--- src/rtl/tros_pkg.sv ---
// Shared types and constants of the tagged record offset scanner.
`default_nettype none

package tros_pkg;

    // Scan phase, one-hot
    typedef enum logic [2:0] {
        PH_TAG  = 3'b001,
        PH_TEXT = 3'b010,
        PH_SKIP = 3'b100
    } phase_t;

    // Result status codes
    typedef enum logic [1:0] {
        ST_FOUND    = 2'd0,
        ST_NOTFOUND = 2'd1,
        ST_BADTAG   = 2'd2
    } status_t;

    // Configuration register indexes
    typedef enum logic [2:0] {
        CFG_SCAN_MODE    = 3'd0,
        CFG_TARGET_INDEX = 3'd1,
        CFG_TEXT_CODE    = 3'd2,
        CFG_BOOL_CODE    = 3'd3,
        CFG_DATE_CODE    = 3'd4,
        CFG_TIME_CODE    = 3'd5,
        CFG_UINT_CODE    = 3'd6,
        CFG_SINT_CODE    = 3'd7
    } cfg_index_t;

    localparam int unsigned POS_W    = 17;
    localparam int unsigned TARGET_W = 16;

    localparam logic [7:0] NEWLINE_BYTE = 8'h0A;
    localparam logic [7:0] TEXT_END     = 8'h00;
    localparam logic [3:0] WIDE_LEN     = 4'd8;
    localparam logic [3:0] BOOL_LEN     = 4'd1;

endpackage

`default_nettype wire

--- src/rtl/tagged_record_offset_scanner.sv ---
// Tagged record offset scanner: streams a record buffer and reports one row or field offset.
//
// The block takes one buffer byte per cycle on the slave stream (tuser marks the first byte of a
// buffer, tlast the final byte) and gives at most one answer beat per buffer on the master
// stream: found with the byte offset of the target row start (row mode) or the offset just past
// the target field's tag (field mode), not found, or unknown tag. Every byte is decoded by a
// single compare-and-count step against the scan state, so a byte is accepted in every cycle
// while no answer beat is stalled, and an answer leaves in the cycle after the byte causing it.
// While an answer beat waits on a stalled master side the slave side is held; it opens again in
// the cycle the answer is taken. Bytes after the answer are dropped until the next first byte.
// Configuration registers are to be written while the stream is idle; the block never checks.
`default_nettype none

module tagged_record_offset_scanner #(
    parameter int unsigned BUF_BYTES = 65536
) (
    input  wire logic        clk,
    input  wire logic        rst_n,
    // Configuration write channel
    input  wire logic        cfg_valid,
    output logic             cfg_ready,
    input  wire logic [2:0]  cfg_index,
    input  wire logic [15:0] cfg_data,
    // Input bytes
    input  wire logic        s_axis_tvalid,
    output logic             s_axis_tready,
    input  wire logic [7:0]  s_axis_tdata,   // [7:0] data_byte
    input  wire logic        s_axis_tuser,   // [0] first_byte
    input  wire logic        s_axis_tlast,   // last_byte
    // Answers
    output logic             m_axis_tvalid,
    input  wire logic        m_axis_tready,
    output logic [23:0]      m_axis_tdata    // [1:0] status, [18:2] position, [23:19] zero
);

    import tros_pkg::*;

    localparam int unsigned CNT_W   = (BUF_BYTES > 2) ? $clog2(BUF_BYTES) : 1;
    localparam int unsigned SUM_W   = CNT_W + 1;
    localparam int unsigned EXT_W   = (SUM_W > POS_W) ? SUM_W : POS_W;
    localparam logic [CNT_W-1:0] LAST_OFF = CNT_W'(BUF_BYTES - 1);

    // Configuration registers
    logic                scan_mode_reg;
    logic [TARGET_W-1:0] target_index_reg;
    logic [7:0]          text_code_reg;
    logic [7:0]          bool_code_reg;
    logic [7:0]          date_code_reg;
    logic [7:0]          time_code_reg;
    logic [7:0]          uint_code_reg;
    logic [7:0]          sint_code_reg;

    // Scan state
    phase_t              phase_reg, phase_next;
    logic [CNT_W-1:0]    bytes_seen_reg, bytes_seen_next;
    logic [3:0]          skip_left_reg, skip_left_next;
    logic [TARGET_W-1:0] unit_count_reg, unit_count_next;
    logic                answered_reg, answered_next;

    // Output register
    logic                m_valid_reg;
    status_t             status_reg;
    logic [POS_W-1:0]    position_reg;

    // Per-beat decode
    logic                s_accept;
    phase_t              phase_cur;
    logic [CNT_W-1:0]    bytes_cur;
    logic [3:0]          skip_cur;
    logic [TARGET_W-1:0] unit_cur;
    logic                answered_cur;
    logic                at_limit;
    logic                is_last;
    logic                is_wide;
    logic [SUM_W-1:0]    off_plus1;
    logic [EXT_W-1:0]    off_ext;
    logic [POS_W-1:0]    found_pos;
    logic                give;
    status_t             give_status;
    logic [POS_W-1:0]    give_pos;

    assign cfg_ready     = 1'b1;
    assign s_axis_tready = !m_valid_reg || m_axis_tready;
    assign s_accept      = s_axis_tvalid && s_axis_tready;

    assign m_axis_tvalid = m_valid_reg;
    assign m_axis_tdata  = {5'd0, position_reg, status_reg};

    // Write configuration registers
    always_ff @(posedge clk or negedge rst_n)
    begin
        if (!rst_n)
        begin
            scan_mode_reg    <= 1'b0;
            target_index_reg <= '0;
            text_code_reg    <= 8'd1;
            bool_code_reg    <= 8'd2;
            date_code_reg    <= 8'd3;
            time_code_reg    <= 8'd4;
            uint_code_reg    <= 8'd5;
            sint_code_reg    <= 8'd6;
        end
        else if (cfg_valid && cfg_ready)
        begin
            case (cfg_index_t'(cfg_index))
                CFG_SCAN_MODE:    scan_mode_reg    <= cfg_data[0];
                CFG_TARGET_INDEX: target_index_reg <= cfg_data;
                CFG_TEXT_CODE:    text_code_reg    <= cfg_data[7:0];
                CFG_BOOL_CODE:    bool_code_reg    <= cfg_data[7:0];
                CFG_DATE_CODE:    date_code_reg    <= cfg_data[7:0];
                CFG_TIME_CODE:    time_code_reg    <= cfg_data[7:0];
                CFG_UINT_CODE:    uint_code_reg    <= cfg_data[7:0];
                CFG_SINT_CODE:    sint_code_reg    <= cfg_data[7:0];
                default:          scan_mode_reg    <= scan_mode_reg;
            endcase
        end
    end

    // Restart the scan on a first byte
    assign phase_cur    = s_axis_tuser ? PH_TAG : phase_reg;
    assign bytes_cur    = s_axis_tuser ? '0 : bytes_seen_reg;
    assign skip_cur     = s_axis_tuser ? 4'd0 : skip_left_reg;
    assign unit_cur     = s_axis_tuser ? '0 : unit_count_reg;
    assign answered_cur = s_axis_tuser ? 1'b0 : answered_reg;

    assign at_limit  = (bytes_cur >= LAST_OFF);
    assign is_last   = s_axis_tlast || at_limit;
    assign is_wide   = (s_axis_tdata == date_code_reg) || (s_axis_tdata == time_code_reg) ||
                       (s_axis_tdata == uint_code_reg) || (s_axis_tdata == sint_code_reg);
    assign off_plus1 = {1'b0, bytes_cur} + SUM_W'(1);
    assign off_ext   = EXT_W'(off_plus1);
    assign found_pos = off_ext[POS_W-1:0];

    // Decode one byte against the scan state
    always_comb
    begin
        phase_next      = phase_cur;
        bytes_seen_next = bytes_cur;
        skip_left_next  = skip_cur;
        unit_count_next = unit_cur;
        answered_next   = answered_cur;
        give            = 1'b0;
        give_status     = ST_NOTFOUND;
        give_pos        = '0;

        if (!answered_cur)
        begin
            if (!at_limit)
            begin
                bytes_seen_next = off_plus1[CNT_W-1:0];
            end

            if (target_index_reg == '0)
            begin
                give        = 1'b1;
                give_status = ST_FOUND;
                give_pos    = POS_W'(scan_mode_reg);
            end
            else
            begin
                case (phase_cur)
                    PH_TEXT:
                    begin
                        if (s_axis_tdata == TEXT_END)
                        begin
                            phase_next = PH_TAG;
                        end
                    end
                    PH_SKIP:
                    begin
                        skip_left_next = skip_cur - 4'd1;
                        if (skip_cur == 4'd1)
                        begin
                            phase_next = PH_TAG;
                        end
                    end
                    default:
                    begin
                        if (s_axis_tdata == NEWLINE_BYTE)
                        begin
                            if (scan_mode_reg)
                            begin
                                give        = 1'b1;
                                give_status = ST_NOTFOUND;
                            end
                            else
                            begin
                                unit_count_next = unit_cur + TARGET_W'(1);
                                if (unit_count_next == target_index_reg)
                                begin
                                    give        = 1'b1;
                                    give_status = ST_FOUND;
                                    give_pos    = found_pos;
                                end
                            end
                        end
                        else if (scan_mode_reg && unit_cur == target_index_reg)
                        begin
                            give        = 1'b1;
                            give_status = ST_FOUND;
                            give_pos    = found_pos;
                        end
                        else if (s_axis_tdata == text_code_reg)
                        begin
                            phase_next = PH_TEXT;
                            if (scan_mode_reg)
                            begin
                                unit_count_next = unit_cur + TARGET_W'(1);
                            end
                        end
                        else if (is_wide || s_axis_tdata == bool_code_reg)
                        begin
                            phase_next     = PH_SKIP;
                            skip_left_next = is_wide ? WIDE_LEN : BOOL_LEN;
                            if (scan_mode_reg)
                            begin
                                unit_count_next = unit_cur + TARGET_W'(1);
                            end
                        end
                        else
                        begin
                            give        = 1'b1;
                            give_status = ST_BADTAG;
                        end
                    end
                endcase

                // End of buffer with no answer yet
                if (!give && is_last)
                begin
                    give        = 1'b1;
                    give_status = ST_NOTFOUND;
                end
            end

            if (give)
            begin
                answered_next = 1'b1;
            end
        end
    end

    // Advance the scan state on each accepted beat
    always_ff @(posedge clk or negedge rst_n)
    begin
        if (!rst_n)
        begin
            phase_reg      <= PH_TAG;
            bytes_seen_reg <= '0;
            skip_left_reg  <= 4'd0;
            unit_count_reg <= '0;
            answered_reg   <= 1'b0;
        end
        else if (s_accept)
        begin
            phase_reg      <= phase_next;
            bytes_seen_reg <= bytes_seen_next;
            skip_left_reg  <= skip_left_next;
            unit_count_reg <= unit_count_next;
            answered_reg   <= answered_next;
        end
    end

    // Hold the answer beat until taken
    always_ff @(posedge clk or negedge rst_n)
    begin
        if (!rst_n)
        begin
            m_valid_reg <= 1'b0;
        end
        else if (s_accept && give)
        begin
            m_valid_reg <= 1'b1;
        end
        else if (m_axis_tready)
        begin
            m_valid_reg <= 1'b0;
        end
    end

    always_ff @(posedge clk)
    begin
        if (s_accept && give)
        begin
            status_reg   <= give_status;
            position_reg <= give_pos;
        end
    end

    // Checks
    a_pos_zero_unless_found: assert property (@(posedge clk) disable iff (!rst_n)
        m_valid_reg && status_reg != ST_FOUND |-> position_reg == '0)
        else $error("position not zero on a non-found answer");

    a_status_legal: assert property (@(posedge clk) disable iff (!rst_n)
        m_valid_reg |-> status_reg == ST_FOUND || status_reg == ST_NOTFOUND ||
                        status_reg == ST_BADTAG)
        else $error("illegal status code");

    a_skip_nonzero: assert property (@(posedge clk) disable iff (!rst_n)
        phase_reg == PH_SKIP |-> skip_left_reg != 4'd0)
        else $error("skip phase with nothing left to skip");

    a_answer_marks: assert property (@(posedge clk) disable iff (!rst_n)
        s_accept && give |=> answered_reg)
        else $error("answer given without marking the buffer answered");

    a_one_answer: assert property (@(posedge clk) disable iff (!rst_n)
        s_accept && answered_reg && !s_axis_tuser |-> !give)
        else $error("second answer for one buffer");

endmodule

`default_nettype wire
--- config.mk ---
export PLATFORM = sky130hd
export DESIGN_NAME = tagged_record_offset_scanner
export DESIGN_NICKNAME = d
export VERILOG_FILES = /design/src/rtl/tros_pkg.sv /design/src/rtl/tagged_record_offset_scanner.sv
export SDC_FILE = /design/constraint.sdc
export NUM_CORES = 1
export LEC_CHECK = 0
export ABC_AREA = 0
export BUFFER_PORTS_ARGS = -buffer_cell sky130_fd_sc_hd__clkbuf_2
export CAP_MARGIN = 20
export CORE_ASPECT_RATIO = 0.6
export CORE_MARGIN = 1
export CORE_UTILIZATION = 65
export CTS_CLUSTER_DIAMETER = 150
export DETAILED_ROUTE_END_ITERATION = 16
export GPL_ROUTABILITY_DRIVEN = 1
export PLACE_DENSITY = 0.95
export SYNTH_ARGS = -nofsm -noshare
export SYNTH_HDL_FRONTEND = slang
export SYNTH_SLANG_ARGS = --single-unit
--- constraint.sdc ---
create_clock -name clk -period 10.2 [get_ports clk]
set_input_delay 1.53 -clock clk [delete_from_list [all_inputs] [get_ports clk]]
set_output_delay 1.53 -clock clk [all_outputs]
set_load 0.05 [all_outputs]
==> impl_metrics.ini <==
[outcome]
outcome = finished clean

[drt]
num_vias = 6970
wl_per_cell_um = 22.4
drt_iter0_markers = 1189
ant_nets = 0
route.final.wire_length_um = 22400
drc_errors = 0
avgViaCountPerCell = 6.96
first_pass_iters = 9

[placed_design]
hpwlAfterDp_um = 14000
dp_slack_ps = 4950
post_placement_cell_count = 970
gp_routability_congestion = 0.938
port_buffers = 54

[setup_path]
reg2regPathDepth = 9
reg2reg_from = unit_count_reg[0]
critPathMaxFanout = 79
worst-setup-path-type = input pin to register
capturing_element_type_of_the_critical_path = register
worst_path_largest_cell_delay_ps = 590
critPathTopFamily = simple AND/OR/NAND/NOR gates
r2r_slack_ps = 6220
crit_path_cell_chain = clkbuf_2 > buf_4 > nor2b_1 > xor2_1 > xnor2_1 > a31oi_1 > or4_1 > or4b_1 > o31ai_1 > nand2_1 > nor4_1
worstPathBufferInverterCount = 2
critical_path_arrival_ps = 5220
critical_register_to_register_path_endpoint = position_reg[16]
slowest_cell_on_crit_path = sky130_fd_sc_hd__buf_4
cp-start-kind = input pin
required_time_of_the_critical_path_ps = 10420

[timing]
max_freq_ghz = 0.200
total_count_of_hold_check_failures_in_the_final_report = 0
final_max_slew_viol_count = 0
slew_headroom = 0.332
period_minus_slack_ps = 5000
tightest_slew_ps = 1000
fin_tns_setup_ps = 0
rsz_0062_raised_after_global_routing = false
skew_ps = 9.24
fin_crit_sh = 0.491
timing.final.ws_setup_ps = 5200
fin_hold_ws_ps = 484
timing.final.setup_violations = 0

[synth]
dominant_register_cell_in_the_synthesized_netlist = sky130_fd_sc_hd__dfrtp_1
synthCells = 795
post-synth-top-area-fraction = 0.316
postSynthAreaPerCell_sq_um = 9.57
yosysWarningCount = 0
synth.distinct_cells = 73
ys_async_sr_fraction = 0.848
synth-edff-count = 19
ys_ff_latch = 125
netlist.top_cell.by_area = sky130_fd_sc_hd__dfrtp_1
yosys-top-cells-area = sky130_fd_sc_hd__dfrtp_1 (32%), sky130_fd_sc_hd__mux2_2 (9.0%), sky130_fd_sc_hd__edfxtp_1 (7.5%)
synth_seq_area_share = 0.425
synthesis.area_sq_um = 7610

[floorplanning]
fp-row-count = 30
core_outline_area_sq_um = 11300
die_w_um = 142
i_o_pins = 61
fp.dieArea_sq_um = 12200
initial_utilization = 0.671
die_h_um = 85.8

[global_route]
grt_util_all_layers = 0.389
grt_antenna_before_repair = 0
grt_start_max_net_pins = 80
number_of_global_route_vias_before_repair = 6682
globalRoute.totalOverflow = 0
wire_length_of_the_first_global_routing_pass_um = 35800

[pwr]
ir_drop_v = 0.000128
cellPowerDensity_nw_per_um2 = 191
finalPower_uw = 1630
static-leakage-power_uw = 0.00349

[clock_network]
postCtsResizedCells = 0
clock_tree.root_cell = sky130_fd_sc_hd__clkbuf_16
cts.repair_timing.setup_buffer_count = 0
worstSkewPairLatency_ps = 420
cts_max_path_buffers = 2
clk_pin_slew_worst_paths_ps = 60
clock_buffers_created_by_tritoncts = 17
cts_tree = built
postCtsHoldBufs = 0
cts_max_level = 4
clock_sinks = 125

[hold_path]
holdCritStartpoint = bytes_seen_reg[0]
hold_path_end = bytes_seen_reg[0]
hold_path_depth = 2
hold_class = register to register

[layout]
drive_above_1_share = 0.210
most-common-layout-cells = sky130_fd_sc_hd__dfrtp_1 (96), sky130_fd_sc_hd__nand2_1 (67), sky130_fd_sc_hd__xor2_1 (63)
largest_register_ff_count = 17
layout.cells.most_common = sky130_fd_sc_hd__dfrtp_1
num-fill-cells = 691
area_delta_synth_final_pct = 12.0
ff_latch_area_sq_um = 3240
final_nets = 866
final-instance-count-excl-fill = 1002
insertedDiodeCount = 0
multiInputGateArea_sq_um = 4120

[job]
max_cap_viols = 0
==> per-layer routing <==
metal / up-vias / global-route usage / part of all wire
li1: 2933 / - / -
met1: 3287 / 0.547 / 0.40
met2: 607 / 0.555 / 0.42
met3: 143 / 0.115 / 0.13
met4: 0 / 0.187 / 0.046
met5: - / 0 / 0
==> synthesized netlist by cell type, types with 15 or more instances <==
library cell               count
sky130_fd_sc_hd__nor2_1       58
sky130_fd_sc_hd__edfxtp_1     19
sky130_fd_sc_hd__o21ai_0      51
sky130_fd_sc_hd__nand3_1      28
sky130_fd_sc_hd__xnor2_1      28
sky130_fd_sc_hd__nor4_1       18
sky130_fd_sc_hd__dfrtp_1      96
sky130_fd_sc_hd__nand2_1      67
sky130_fd_sc_hd__nor3_1       24
sky130_fd_sc_hd__clkbuf_1     39
sky130_fd_sc_hd__xor2_1       63
sky130_fd_sc_hd__o31ai_1      15
sky130_fd_sc_hd__a21oi_1      22
sky130_fd_sc_hd__nor2b_1      16
sky130_fd_sc_hd__mux2_2       61
sky130_fd_sc_hd__inv_1        15
==> cell families after synthesis <==
kind of cell / after synthesis / synth area share
mux: 61 / 0.0903
fa+ha+maj: 3 / 0.00494
compound gates: 161 / 0.138
xor+xnor: 91 / 0.105
flops: 125 / 0.425
simple gates: 286 / 0.199
buf+inv: 66 / 0.0365
other cells: 2 / 0.000987
==> where the power goes <==
| group | leakage (uW) | total, uW | internal, uW | switching [uW] |
|---|---|---|---|---|
| Combinational | 0.00172 | 345 | 140 | 205 |
| Sequential | 0.00150 | 687 | 592 | 95.3 |
| Clock | 0.000271 | 598 | 357 | 241 |
==> area by class of cell <==
type | count | share of cell area
clock buffers | 20 | 0.0549
clock inverters | 12 | 0.0131
well taps | 160 | 0.0235
repair buffers | 62 | 0.0391
inverters | 15 | 0.00661
flip-flops and latches | 125 | 0.380
multi-input cells | 608 | 0.483
==> how the worst max path moves through the flow <==
stage                  from               end  slack, ps  cells past startpoint
2_1_floorplan  s_axis_tuser   position_reg[0]       5280                     16
6_report       s_axis_tuser  position_reg[16]       5200                     11
3_5_place_dp   s_axis_tuser  position_reg[16]       4950                     11
4_1_cts        s_axis_tuser  position_reg[11]       5350                     11
3_3_place_gp   s_axis_tuser   position_reg[1]       5150                     12
5_1_grt        s_axis_tuser  position_reg[14]       4960                     11
==> stage by stage <==
step / instance area (sq um) / utilization
floorplan: 7620 / -
global placement: 7940 / 0.700
detailed placement: 7940 / 0.700
CTS: 8520 / 0.751
global route: 8520 / 0.752
finish: 8520 / 0.752
==> worst register-to-register path: stages (launching register included) <==
cell,delay (ps)
sky130_fd_sc_hd__dfrtp_1,610
sky130_fd_sc_hd__nand4_4,330
sky130_fd_sc_hd__nor3_1,390
sky130_fd_sc_hd__xnor2_1,190
sky130_fd_sc_hd__nand3_1,160
sky130_fd_sc_hd__or4_1,440
sky130_fd_sc_hd__or4b_1,540
sky130_fd_sc_hd__o31ai_1,270
sky130_fd_sc_hd__nand2_1,450
sky130_fd_sc_hd__nor4_1,390
Power figures use the tool's default switching activity.
